File: src/rtl/csvft_pkg.sv
// ----------------------------------------------------------------------------
// csvft_pkg: shared types and constants for the CSV field tokenizer
// Byte classes passed from the front to the back, quote mode codes,
// result kinds and the fixed limits of a cell and of a row.
// ----------------------------------------------------------------------------
package csvft_pkg;

	// Limits of one cell and one row
	localparam int MAX_CELL_BYTES = 4096;
	localparam int MAX_ROW_CELLS  = 256;

	// Counter widths follow from the limits
	localparam int BC_W = $clog2(MAX_CELL_BYTES + 1);
	localparam int CC_W = $clog2(MAX_ROW_CELLS + 1);

	// Fixed field widths
	localparam int BYTE_W  = 8;
	localparam int IDX_W   = 8;
	localparam int LEN_W   = 13;
	localparam int KIND_W  = 2;
	localparam int MAXC_W  = 9;
	localparam int CFGI_W  = 2;
	localparam int CFGD_W  = 9;
	localparam int TDATA_W = 32;

	// Special characters and register defaults
	localparam logic [BYTE_W-1:0] CH_QUOTE   = 8'h22;
	localparam logic [BYTE_W-1:0] CH_NEWLINE = 8'h0A;
	localparam logic [BYTE_W-1:0] DELIM_RST  = 8'h2C;
	localparam logic [MAXC_W-1:0] MAXC_RST   = 9'd256;

	// Configuration register indexes
	localparam logic [CFGI_W-1:0] REG_DELIMITER = 2'd0;
	localparam logic [CFGI_W-1:0] REG_MAX_CELLS = 2'd1;

	// Byte class decided by the front
	typedef enum logic [2:0] {
		CLS_DATA    = 3'd0,
		CLS_QUOTE   = 3'd1,
		CLS_NEWLINE = 3'd2,
		CLS_DELIM   = 3'd3,
		CLS_EOI     = 3'd4
	} cls_t;

	// One queued item
	typedef struct packed {
		cls_t              cls;
		logic [BYTE_W-1:0] data;
	} entry_t;

	// Quote mode state
	typedef enum logic [2:0] {
		QM_OUTSIDE = 3'b001,
		QM_INSIDE  = 3'b010,
		QM_QSEEN   = 3'b100
	} qmode_t;

	// Result kinds
	localparam logic [KIND_W-1:0] KIND_DATA     = 2'd0;
	localparam logic [KIND_W-1:0] KIND_CELL_END = 2'd1;
	localparam logic [KIND_W-1:0] KIND_ROW_END  = 2'd2;
	localparam logic [KIND_W-1:0] KIND_ABORT    = 2'd3;

endpackage

File: src/rtl/csv_field_tokenizer_unit.sv
// ----------------------------------------------------------------------------
// csv_field_tokenizer_unit: streaming CSV cell tokenizer
// Bytes of CSV text enter on the s_ channel, one per item; s_tuser set
// marks end of input instead of a byte. Results leave on the m_ channel:
// content bytes, cell ends and row ends with cell index and length, and
// an abort kind when input ends inside an open quote.
// A classifier tags each byte, a four-entry queue holds tagged items and
// the back end runs the quote machine and counters, one item per cycle
// while the output register is free or being read. Each result passes
// through the queue and then the output register. Items that give no
// result (opening quotes, the first quote of a pair inside a quoted cell,
// end of input with an empty row) leave the queue without loading the
// output register. When the receiver stalls the result is held in the
// output register, the queue fills and s_tready drops once four items wait.
// Reset clears the row state, empties the queue and restores the
// delimiter to comma and the cell limit to 256. Configuration is written
// through cfg_we, cfg_index and cfg_data; the user must write it only
// while the block is idle, and the block itself does not enforce this.
// ----------------------------------------------------------------------------
module csv_field_tokenizer_unit (
	input  logic                          clk,
	input  logic                          arst_n,
	input  logic                          cfg_we,
	input  logic [csvft_pkg::CFGI_W-1:0]  cfg_index,
	input  logic [csvft_pkg::CFGD_W-1:0]  cfg_data,
	input  logic                          s_tvalid,
	output logic                          s_tready,
	input  logic [7:0]                    s_tdata,  // [7:0] in_byte
	input  logic                          s_tuser,  // [0] end_of_input
	output logic                          m_tvalid,
	input  logic                          m_tready,
	output logic [31:0]                   m_tdata,  // [7:0] out_byte, [15:8] cell_index,
	                                                // [28:16] cell_len, [29] overflow
	output logic [1:0]                    m_tuser   // [1:0] out_kind
);

	csvft_pkg::entry_t front_entry;
	csvft_pkg::entry_t head;
	logic              full;
	logic              not_empty;
	logic              pop;

	// Classify incoming bytes
	csvft_front u_front (
		.clk          (clk),
		.arst_n       (arst_n),
		.cfg_we       (cfg_we),
		.cfg_index    (cfg_index),
		.cfg_data     (cfg_data),
		.in_byte      (s_tdata),
		.end_of_input (s_tuser),
		.entry        (front_entry)
	);

	assign s_tready = !full;

	// Hold classified items between front and back
	csvft_queue u_queue (
		.clk        (clk),
		.arst_n     (arst_n),
		.push       (s_tvalid),
		.push_entry (front_entry),
		.full       (full),
		.pop        (pop),
		.not_empty  (not_empty),
		.head       (head)
	);

	// Tokenize and drive results
	csvft_back u_back (
		.clk       (clk),
		.arst_n    (arst_n),
		.cfg_we    (cfg_we),
		.cfg_index (cfg_index),
		.cfg_data  (cfg_data),
		.q_valid   (not_empty),
		.q_head    (head),
		.q_pop     (pop),
		.m_tvalid  (m_tvalid),
		.m_tready  (m_tready),
		.m_tdata   (m_tdata),
		.m_tuser   (m_tuser)
	);

endmodule

File: src/rtl/csvft_front.sv
// ----------------------------------------------------------------------------
// csvft_front: input classifier
// Holds the delimiter register and tags each incoming item as quote,
// newline, delimiter, plain data or end of input.
// ----------------------------------------------------------------------------
module csvft_front (
	input  logic                           clk,
	input  logic                           arst_n,
	input  logic                           cfg_we,
	input  logic [csvft_pkg::CFGI_W-1:0]   cfg_index,
	input  logic [csvft_pkg::CFGD_W-1:0]   cfg_data,
	input  logic [csvft_pkg::BYTE_W-1:0]   in_byte,
	input  logic                           end_of_input,
	output csvft_pkg::entry_t              entry
);

	logic [csvft_pkg::BYTE_W-1:0] delimiter_q;

	// Delimiter register
	always_ff @(posedge clk or negedge arst_n) begin
		if (!arst_n) begin
			delimiter_q <= csvft_pkg::DELIM_RST;
		end else if (cfg_we && cfg_index == csvft_pkg::REG_DELIMITER) begin
			delimiter_q <= cfg_data[csvft_pkg::BYTE_W-1:0];
		end
	end

	// Classify: quote beats newline, newline beats delimiter
	always_comb begin
		entry.data = in_byte;
		if (end_of_input)
			entry.cls = csvft_pkg::CLS_EOI;
		else if (in_byte == csvft_pkg::CH_QUOTE)
			entry.cls = csvft_pkg::CLS_QUOTE;
		else if (in_byte == csvft_pkg::CH_NEWLINE)
			entry.cls = csvft_pkg::CLS_NEWLINE;
		else if (in_byte == delimiter_q)
			entry.cls = csvft_pkg::CLS_DELIM;
		else
			entry.cls = csvft_pkg::CLS_DATA;
	end

endmodule

File: src/rtl/csvft_queue.sv
// ----------------------------------------------------------------------------
// csvft_queue: four-entry item queue
// Decouples the classifier from the tokenizer back end; push and pop
// may happen in the same cycle.
// ----------------------------------------------------------------------------
module csvft_queue (
	input  logic              clk,
	input  logic              arst_n,
	input  logic              push,
	input  csvft_pkg::entry_t push_entry,
	output logic              full,
	input  logic              pop,
	output logic              not_empty,
	output csvft_pkg::entry_t head
);

	localparam int DEPTH = 4;
	localparam int PTR_W = $clog2(DEPTH);

	csvft_pkg::entry_t  mem_q [DEPTH];
	logic [PTR_W-1:0]   wr_ptr_q;
	logic [PTR_W-1:0]   rd_ptr_q;
	logic [PTR_W:0]     count_q;
	logic               do_push;
	logic               do_pop;

	assign full      = (count_q == (PTR_W+1)'(DEPTH));
	assign not_empty = (count_q != '0);
	assign do_push   = push && !full;
	assign do_pop    = pop && not_empty;
	assign head      = mem_q[rd_ptr_q];

	// Store pushed items
	always_ff @(posedge clk) begin
		if (do_push) begin
			mem_q[wr_ptr_q] <= push_entry;
		end
	end

	// Advance pointers and occupancy
	always_ff @(posedge clk or negedge arst_n) begin
		if (!arst_n) begin
			wr_ptr_q <= '0;
			rd_ptr_q <= '0;
			count_q  <= '0;
		end else begin
			if (do_push) wr_ptr_q <= wr_ptr_q + 1'b1;
			if (do_pop)  rd_ptr_q <= rd_ptr_q + 1'b1;
			if (do_push && !do_pop)
				count_q <= count_q + 1'b1;
			else if (do_pop && !do_push)
				count_q <= count_q - 1'b1;
		end
	end

endmodule

File: src/rtl/csvft_back.sv
// ----------------------------------------------------------------------------
// csvft_back: tokenizer back end
// Runs the quote mode machine and the cell and byte counters on each
// classified item and loads any result into the output register.
// ----------------------------------------------------------------------------
module csvft_back (
	input  logic                            clk,
	input  logic                            arst_n,
	input  logic                            cfg_we,
	input  logic [csvft_pkg::CFGI_W-1:0]    cfg_index,
	input  logic [csvft_pkg::CFGD_W-1:0]    cfg_data,
	input  logic                            q_valid,
	input  csvft_pkg::entry_t               q_head,
	output logic                            q_pop,
	output logic                            m_tvalid,
	input  logic                            m_tready,
	output logic [csvft_pkg::TDATA_W-1:0]   m_tdata,
	output logic [csvft_pkg::KIND_W-1:0]    m_tuser
);

	localparam int CC_W = csvft_pkg::CC_W;
	localparam int BC_W = csvft_pkg::BC_W;

	logic [csvft_pkg::MAXC_W-1:0] max_cells_q;
	csvft_pkg::qmode_t            qm_q, n_qm;
	logic [BC_W-1:0]              bc_q, n_bc;
	logic [CC_W-1:0]              cc_q, n_cc;
	logic                         rs_q, n_rs;
	logic                         ov_q, n_ov;

	logic [CC_W-1:0]              lim;
	logic [CC_W:0]                cc_inc;
	logic                         cell_full;
	logic                         go_out;
	logic                         do_data;
	logic                         do_cell;
	logic                         do_row;
	logic                         do_clear;
	logic                         has_res;
	logic [csvft_pkg::KIND_W-1:0] res_kind;
	logic [csvft_pkg::BYTE_W-1:0] res_byte;
	logic [BC_W-1:0]              res_len;
	logic                         res_ov;
	logic [csvft_pkg::IDX_W-1:0]  res_idx;

	logic                         out_valid_q;
	logic [csvft_pkg::KIND_W-1:0] out_kind_q;
	logic [csvft_pkg::BYTE_W-1:0] out_byte_q;
	logic [csvft_pkg::IDX_W-1:0]  out_idx_q;
	logic [csvft_pkg::LEN_W-1:0]  out_len_q;
	logic                         out_ov_q;

	// Take the next item whenever the output register is free or draining
	assign q_pop = q_valid && (!out_valid_q || m_tready);

	// Cell limit register
	always_ff @(posedge clk or negedge arst_n) begin
		if (!arst_n) begin
			max_cells_q <= csvft_pkg::MAXC_RST;
		end else if (cfg_we && cfg_index == csvft_pkg::REG_MAX_CELLS) begin
			max_cells_q <= cfg_data[csvft_pkg::MAXC_W-1:0];
		end
	end

	// Effective cell limit: zero reads as one, clamp to the row maximum
	always_comb begin
		if (max_cells_q == '0)
			lim = CC_W'(1);
		else if (32'(max_cells_q) > csvft_pkg::MAX_ROW_CELLS)
			lim = CC_W'(csvft_pkg::MAX_ROW_CELLS);
		else
			lim = CC_W'(max_cells_q);
	end

	assign cell_full = (cc_q >= lim);
	assign cc_inc    = {1'b0, cc_q} + 1'b1;
	assign res_idx   = (32'(cc_q) > 255) ? 8'hFF : cc_q[csvft_pkg::IDX_W-1:0];

	// Decide the action for the head item from the quote mode
	always_comb begin
		go_out   = 1'b0;
		do_data  = 1'b0;
		do_cell  = 1'b0;
		do_row   = 1'b0;
		do_clear = 1'b0;
		n_qm     = qm_q;
		n_rs     = rs_q;
		if (q_head.cls == csvft_pkg::CLS_EOI) begin
			do_clear = 1'b1;
		end else begin
			case (qm_q)
				csvft_pkg::QM_INSIDE: begin
					n_rs = 1'b1;
					if (q_head.cls == csvft_pkg::CLS_QUOTE)
						n_qm = csvft_pkg::QM_QSEEN;
					else
						do_data = 1'b1;
				end
				csvft_pkg::QM_QSEEN: begin
					if (q_head.cls == csvft_pkg::CLS_QUOTE) begin
						n_qm    = csvft_pkg::QM_INSIDE;
						do_data = 1'b1;
					end else begin
						n_qm   = csvft_pkg::QM_OUTSIDE;
						go_out = 1'b1;
					end
				end
				default: go_out = 1'b1;
			endcase
			if (go_out) begin
				case (q_head.cls)
					csvft_pkg::CLS_QUOTE: begin
						n_rs = 1'b1;
						n_qm = csvft_pkg::QM_INSIDE;
					end
					csvft_pkg::CLS_NEWLINE: do_row = 1'b1;
					csvft_pkg::CLS_DELIM: begin
						n_rs    = 1'b1;
						do_cell = 1'b1;
					end
					default: begin
						n_rs    = 1'b1;
						do_data = 1'b1;
					end
				endcase
			end
		end
	end

	// Counters, overflow and the result of the action
	always_comb begin
		n_bc     = bc_q;
		n_cc     = cc_q;
		n_ov     = ov_q;
		has_res  = 1'b0;
		res_kind = csvft_pkg::KIND_DATA;
		res_byte = '0;
		res_len  = bc_q;
		res_ov   = ov_q;
		if (do_clear) begin
			if (qm_q == csvft_pkg::QM_INSIDE) begin
				has_res  = 1'b1;
				res_kind = csvft_pkg::KIND_ABORT;
			end else if (rs_q || bc_q != '0) begin
				has_res  = 1'b1;
				res_kind = csvft_pkg::KIND_ROW_END;
				res_ov   = ov_q | cell_full;
			end
			n_bc = '0;
			n_cc = '0;
			n_ov = 1'b0;
		end else if (do_row) begin
			has_res  = 1'b1;
			res_kind = csvft_pkg::KIND_ROW_END;
			res_ov   = ov_q | cell_full;
			n_bc     = '0;
			n_cc     = '0;
			n_ov     = 1'b0;
		end else if (do_cell) begin
			has_res  = 1'b1;
			res_kind = csvft_pkg::KIND_CELL_END;
			res_ov   = ov_q | cell_full;
			n_ov     = res_ov;
			n_bc     = '0;
			n_cc     = (cc_inc > {1'b0, lim}) ? lim : cc_inc[CC_W-1:0];
		end else if (do_data) begin
			has_res  = 1'b1;
			res_kind = csvft_pkg::KIND_DATA;
			res_byte = q_head.data;
			if (32'(bc_q) >= csvft_pkg::MAX_CELL_BYTES)
				n_ov = 1'b1;
			else
				n_bc = bc_q + 1'b1;
			res_len = n_bc;
			res_ov  = n_ov;
		end
	end

	// Row state update
	always_ff @(posedge clk or negedge arst_n) begin
		if (!arst_n) begin
			qm_q <= csvft_pkg::QM_OUTSIDE;
			bc_q <= '0;
			cc_q <= '0;
			rs_q <= 1'b0;
			ov_q <= 1'b0;
		end else if (q_pop) begin
			qm_q <= (do_clear || do_row) ? csvft_pkg::QM_OUTSIDE : n_qm;
			bc_q <= n_bc;
			cc_q <= n_cc;
			rs_q <= (do_clear || do_row) ? 1'b0 : n_rs;
			ov_q <= n_ov;
		end
	end

	// Output valid: load on a result, drop once taken
	always_ff @(posedge clk or negedge arst_n) begin
		if (!arst_n) begin
			out_valid_q <= 1'b0;
		end else if (q_pop && has_res) begin
			out_valid_q <= 1'b1;
		end else if (m_tready) begin
			out_valid_q <= 1'b0;
		end
	end

	// Output payload
	always_ff @(posedge clk) begin
		if (q_pop && has_res) begin
			out_kind_q <= res_kind;
			out_byte_q <= res_byte;
			out_idx_q  <= res_idx;
			out_len_q  <= csvft_pkg::LEN_W'(res_len);
			out_ov_q   <= res_ov;
		end
	end

	assign m_tvalid = out_valid_q;
	assign m_tuser  = out_kind_q;
	assign m_tdata  = {2'b00, out_ov_q, out_len_q, out_idx_q, out_byte_q};

endmodule

File: config.mk
export PLATFORM = sky130hd
export DESIGN_NAME = csv_field_tokenizer_unit
export DESIGN_NICKNAME = d
export VERILOG_FILES = /design/src/rtl/csvft_pkg.sv /design/src/rtl/csv_field_tokenizer_unit.sv /design/src/rtl/csvft_front.sv /design/src/rtl/csvft_queue.sv /design/src/rtl/csvft_back.sv
export SDC_FILE = /design/constraint.sdc
export NUM_CORES = 1
export LEC_CHECK = 0
export BUFFER_PORTS_ARGS = -buffer_cell sky130_fd_sc_hd__buf_2
export CORE_AREA = 2 2 105 107
export CTS_BUF_LIST = sky130_fd_sc_hd__clkbuf_8
export DETAILED_ROUTE_END_ITERATION = 10
export DIE_AREA = 0 0 107 109
export PLACE_DENSITY = 0.8
export SLEW_MARGIN = 10
export SYNTH_ARGS = -nofsm -noshare
export SYNTH_HDL_FRONTEND = slang
export SYNTH_SLANG_ARGS = --single-unit
File: constraint.sdc
create_clock -name clk -period 5.45 [get_ports clk]
set_input_delay 0.545 -clock clk [delete_from_list [all_inputs] [get_ports clk]]
set_output_delay 0.545 -clock clk [all_outputs]
set_load 0.01 [all_outputs]
* Yosys cells after proc, flatten, opt, wreduce, memory -nomap -nowiden
Memories as Yosys holds them, arrays and structs flattened.
Cells that the tools add are included.
** Operators by class
- Muxes and demuxes :: 71
- Bitwise logic cells :: 2
- Reduce and logical (&&, ||, !) cells :: 26
- Equal/unequal tests :: 12
- Add/sub/neg operators :: 6
- Order comparisons :: 5
** Operator list (number)
- $mux W13 :: 8
- $mux W9 :: 6
- $mux W1 :: 38
- $mux W3 :: 10
- $add A13 B1 Y13 const B :: 1
- $ge A13 B13 Y1 const B :: 1
- $reduce_bool A13 Y1 :: 1
- $mux W2 :: 6
- $add A9 B1 Y10 const B :: 1
- $gt A10 B9 Y1 :: 1
- $eq A3 B2 Y1 const B :: 3
- $eq A3 B3 Y1 const B :: 3
- $ge A9 B9 Y1 :: 1
- $gt A9 B8 Y1 const B :: 1
- $gt A9 B9 Y1 const B :: 1
- $logic_not A9 Y1 :: 1
- $eq A8 B4 Y1 const B :: 1
- $eq A8 B6 Y1 const B :: 1
- $eq A8 B8 Y1 :: 1
- $logic_and A1 B1 Y1 :: 8
- $pmux W3 S2 :: 1
- $reduce_bool A3 Y1 :: 2
- $add A2 B1 Y2 const B :: 2
- $logic_not A1 Y1 :: 4
- other kinds (14) :: 19
** Word-level totals
- Memories :: 1
- Register bits after elaboration :: 84
- Memory bits (writable) :: 44
- Output and inout port bits :: 36
- Input port bits :: 25
** Memory list
- u_queue.mem_q :: words 4, width 11, read ports 1, clocked after Yosys merged registers in 0, wr ports 1, RTL line csvft_queue.sv:20 : csvft_pkg::entry_t mem_q [DEPTH];

* Depth between registers and ports, before layout
An unclocked memory read counts as a cell.
- Depth after elaboration :: 13
- Mapped depth :: 12
- Gate-level depth less buffers :: 11

* Modules after synthesis
From an unflattened synthesis, not the netlist that was laid out.
** Unflattened totals
- Cells, all modules :: 515
- Area total of the unflattened synthesis :: 6545.0 µm²
** Modules (own cells, without submodules)
- csvft_back :: seq. area each 1889.3 µm², area each 3900.0 µm², instances 1, cells an instance 375
- csvft_queue :: seq. area each 1496.4 µm², area each 2055.7 µm², instances 1, cells an instance 92
- csvft_front :: seq. area each 203.9 µm², area each 585.6 µm², instances 1, cells an instance 47
- csv_field_tokenizer_unit :: seq. area each 0.0 µm², area each 3.8 µm², instances 1, cells an instance 1

* Worst setup path after synthesis
Ideal clock, no wire load.
- Path type :: reg-to-reg
- From :: reg u_back.cc_q[0]
- To :: reg u_back.cc_q[8]
- Buffers on the path :: 1
- Cell stages (with the launch flop) :: 11
- Arrival :: 2.710 ns
- Path slack :: 2.624 ns
- Library setup time :: 0.116 ns
- Cells stage by stage :: dfrtp_1 > ha_1 > nand3_1 > xnor2_1 > ha_1 > a31oi_1 > o21ai_0 > a2111oi_0 > o21ai_1 > clkbuf_1 > o311ai_0
** Between the ends
- Longest elaborated chain between the ends :: 6
** Ends and longest elaborated chain
- start: declaration :: RTL line csvft_back.sv:27 : logic [CC_W-1:0] cc_q, n_cc;
- start signal: assignment :: RTL line csvft_back.sv:190 : cc_q <= n_cc;
- $add A9 B1 Y10 (*) :: RTL line csvft_back.sv:76 : assign cc_inc = {1'b0, cc_q} + 1'b1;
- $gt A10 B9 Y1 :: RTL line csvft_back.sv:165 : n_cc = (cc_inc > {1'b0, lim}) ? lim : cc_inc[CC_W-1:0];
- $mux W9 (*) :: RTL line csvft_back.sv:165
- $mux W9 (*) :: RTL line csvft_back.sv:159 : end else if (do_cell) begin
- $mux W9 (*) :: RTL line csvft_back.sv:152 : end else if (do_row) begin
- $mux W9 (*) :: RTL line csvft_back.sv:140 : if (do_clear) begin
Mark *: on every way between the ends. The rest lies on a longest branch, timed or not. The select of a mux whose other input is x is not followed.
A chain may end at the register's enable or synchronous reset.

* Final worst setup path
- From :: reg u_queue.rd_ptr_q[0]
- To :: reg u_back.out_len_q[2] (netlist bit), enable pin
** Between the ends
- Longest elaborated chain between the ends :: 12
- Elaborated cells on any way between the ends :: 26
- Classes of those cells :: eq/ne: 4; mux: 19; reduce/logical: 2; memory: 1
** Ends and longest elaborated chain
- start: declaration :: RTL line csvft_queue.sv:22 : logic [PTR_W-1:0] rd_ptr_q;
- start signal: assignment :: RTL line csvft_queue.sv:48 : if (do_pop) rd_ptr_q <= rd_ptr_q + 1'b1;
- $mem_v2 Z4 W11 (*)
- $eq A3 B1 Y1 :: RTL line csvft_back.sv:94, csvft_back.sv:100, csvft_back.sv:111
- $mux W1, on equally long branches :: RTL line csvft_back.sv:100, csvft_back.sv:94
- $pmux W1 S2 :: RTL line csvft_back.sv:91 : case (qm_q)
- $mux W1, on equally long branches :: RTL line csvft_back.sv:111, csvft_back.sv:88
- $mux W1 :: RTL line csvft_back.sv:110 : if (go_out) begin
- $mux W1 :: RTL line csvft_back.sv:88 : if (q_head.cls == csvft_pkg::CLS_EOI) begin
- $mux W1 :: RTL line csvft_back.sv:166 : end else if (do_data) begin
- $mux W1 :: RTL line csvft_back.sv:159
- $mux W1 :: RTL line csvft_back.sv:152
- $mux W1 (*) :: RTL line csvft_back.sv:140
- $logic_and A1 B1 Y1 (*) :: RTL line csvft_back.sv:209 : if (q_pop && has_res) begin
- end signal: assignment :: RTL line csvft_back.sv:213 : out_len_q <= csvft_pkg::LEN_W'(res_len);
- end: declaration :: RTL line csvft_back.sv:50 : logic [csvft_pkg::LEN_W-1:0] out_len_q;
Marks and branches as above.

==> flow_summary.toml <==
[floorplan]
dieWidth_um = 107
start_util = 0.588
die_height_um = 109
rows = 38
coreArea_sq_mm = 0.0106
pin_count = 61
die-area_sq_mm = 0.0117

[sta]
setup_slack_ps = 1610
final-hold-violation-count = 0
hold_slack_ps = 223
setup_viol = 0
tightest_slew_ps = 1110
fin_crit_ps = 3840
rsz0062_at_grt = "false"
finalSetupTns_ps = 0
fin_crit_sh = 0.705
slew_violations = 0
finalClockSkew_ps = 12.2
maxSlewHeadroom = 0.254
max_clock_freq_mhz = 260

[critical_path]
reg2reg_depth = 5
critPathSlowestCell = "dfrtp_1"
rr_startpoint = "u_queue.rd_ptr_q[0]$_DFFE_PN0P_"
end_kind = "flip-flop"
critPathArrivalTime_ps = 3680
cp.required_ps = 5290
cp-start-kind = "flip-flop"
cp_cell_sequence = "mux4_2 > nor4b_2 > nor2_1 > nand2_1 > clkinv_1"
crit_buf_inv = 1
critical_path.max_fanout = 32
r2r_end = "u_back.out_len_q[2]$_DFFE_PP_"
max_stage_delay_ps = 870
critPathTopFamily = "flip-flops"
path_class = "reg2reg"
rrSetupSlack_ps = 1610

[final_layout]
finalNetCount = 605
layout_common_cells = "edfxtp_1 (76), buf_2 (58), dfrtp_1 (47), nand2_1 (38)"
regArea_sq_mm = 0.00359
final_core_util = 0.660
nFillCells = 786
layout_commonest_cell = "edfxtp_1"
multi_input_area_sq_mm = 0.00248
syn_to_final_growth_pct = 12.1
antenna_cells = 0
drive_above_1_share = 0.237

[global_route]
grt_max_degree = 53
grt_pass1_vias = 4021
grt_overflow = 0
antenna_found_initial = 0
grt_pass1_wl_um = 20000
grt_usage = 0.230

[drt]
drc = 0
avgViaCountPerCell = 5.92
drtPass1Iterations = 5
antenna_left = 0
drtIter0Drc = 284
wl_um = 12300
wire_per_inst_um = 17.5
num_vias = 4171

[logic_synthesis]
synth_edf_count = 76
synth_top_flop_cell = "edfxtp_1"
syn_inst = 489
synth_cell_types = 60
seq_area_frac_synth = 0.575
yosysWarningCount = 0
netlist_area_sq_mm = 0.00624
postSynth.asyncResetShare = 0.406
synth-seq-cells = 128
avgSynthCellArea_sq_um = 12.8

[cts]
path_clk_slew_ps = 70
clock_latency_ps = 440
clockRootBuffer = "clkbuf_8"
cts_hold_buf = 0
cts-resized-gates = 0
htreeDepth = 4
post-cts-setup-buffer-count = 0
cts_tree = "yes"
cts_sinks = 128
clock_path_buffers = 2
numCtsBuffers = 17

[placement]
pre_cts_ws_ps = 1930
dpl.hpwl_um = 8640
portBuffers = 58
finalWeightedCongestion = 0.884

[pwr]
p_leak_uw = 0.00284
total_power_uw = 3820
power-per-cell-area_mw_per_mm2 = 546
peakVddDrop_mv = 0.255

[hold_path]
hold_path_class = "in2async"

[outcome]
status = "finished clean"

[job]
drv_cap = 0
[metrics by stage]
stage	cells	cell area [sq um]
after floorplan	490	6240
after global placement	673	6640
after detailed placement	673	6640
after CTS	705	6990
after global routing	705	6990
final	705	6990
[state kept, by name, indices dropped and copies added, names as in the netlist, 2 cells and up]
| name | flops |
|---|---|
| u_back.bc_q | 13 |
| u_back.cc_q | 9 |
| u_back.m_tuser | 2 |
| u_back.max_cells_q | 9 |
| u_back.out_byte_q | 8 |
| u_back.out_idx_q | 8 |
| u_back.out_len_q | 13 |
| u_back.qm_q | 3 |
| u_front.delimiter_q | 8 |
| u_queue.count_q | 3 |
| u_queue.mem_q | 44 |
| u_queue.rd_ptr_q | 2 |
| u_queue.wr_ptr_q | 2 |
[cell type report]
type,count,area share
clock inverters,15,0.0175
flip-flops and latches,128,0.513
well taps,140,0.0250
clock buffers,17,0.0335
multi-input cells,322,0.355
inverters,23,0.0123
repair buffers,60,0.0437
[routing by layer]
layer | global-route usage | vias up | part of all wire
met4 | 0.0798 | 0 | 0.011
li1 | - | 1946 | -
met3 | 0.0741 | 12 | 0.068
met5 | 0 | - | 0
met2 | 0.374 | 157 | 0.51
met1 | 0.293 | 2056 | 0.41
[how the worst max path moves through the flow]
stage | startpoint | endpoint | slack (ps) | depth (start not counted)
finish | u_queue.rd_ptr_q[0]$_DFFE_PN0P_ | u_back.out_len_q[2]$_DFFE_PP_ | 1610 | 5
global route | u_queue.rd_ptr_q[0]$_DFFE_PN0P_ | u_back.out_len_q[2]$_DFFE_PP_ | 1250 | 5
CTS | u_queue.rd_ptr_q[0]$_DFFE_PN0P_ | u_back.bc_q[10]$_DFFE_PN0P_ | 1910 | 6
detailed placement | u_queue.rd_ptr_q[0]$_DFFE_PN0P_ | u_back.bc_q[10]$_DFFE_PN0P_ | 1930 | 6
global placement | u_queue.rd_ptr_q[0]$_DFFE_PN0P_ | u_back.bc_q[10]$_DFFE_PN0P_ | 2040 | 6
floorplan | u_back.cc_q[0]$_DFFE_PN0P_ | u_back.cc_q[8]$_DFFE_PN0P_ | 2620 | 10
[cells by family after synthesis]
| group | count (synthesis) | synth area share |
|---|---|---|
| adders and majority gates | 28 | 0.0574 |
| other | 1 | 0.000601 |
| AOI/OAI and AO/OA | 80 | 0.0872 |
| DFF | 128 | 0.575 |
| muxes | 33 | 0.0808 |
| xor gates and xnor gates | 31 | 0.0435 |
| buffers and inverters | 40 | 0.0277 |
| and+or+nand+nor | 148 | 0.127 |
[cells in the mapped netlist, types with 4 or more instances]
cell type / instances / area share
edfxtp_1: 76 / 0.37
dfrtp_1: 47 / 0.19
nand2_1: 38 / 0.023
ha_1: 27 / 0.054
xnor2_1: 27 / 0.038
inv_1: 22 / 0.013
mux2_2: 19 / 0.034
a21oi_1: 17 / 0.014
and3_1: 16 / 0.016
nand3_1: 15 / 0.012
nor2_1: 15 / 0.0090
nor2b_1: 14 / 0.014
mux4_2: 12 / 0.043
o21ai_0: 12 / 0.0096
a31oi_1: 10 / 0.010
nand4_1: 10 / 0.010
clkbuf_1: 9 / 0.0054
or2_2: 8 / 0.0080
o21ai_1: 6 / 0.0048
or3_1: 6 / 0.0060
dfstp_2: 5 / 0.021
nand2b_1: 5 / 0.0050
nor3b_1: 5 / 0.0060
o211ai_1: 5 / 0.0060
nor4_1: 4 / 0.0040
xor2_1: 4 / 0.0056
[worst reg2reg max path: stages, from the launching register on]
cell and delay, ps:
dfrtp_1 870, mux4_2 650, nor4b_2 620, nor2_1 80, nand2_1 130, clkinv_1 860
[where the power goes]
| part | switching (uW) | leakage [uW] | internal (uW) |
|---|---|---|---|
| combinational | 848 | 0.00129 | 602 |
| sequential | 213 | 0.00138 | 1430 |
| clock | 376 | 0.000174 | 355 |
| total | 1440 | 0.00284 | 2380 |
(Power assumes the default switching activity.)
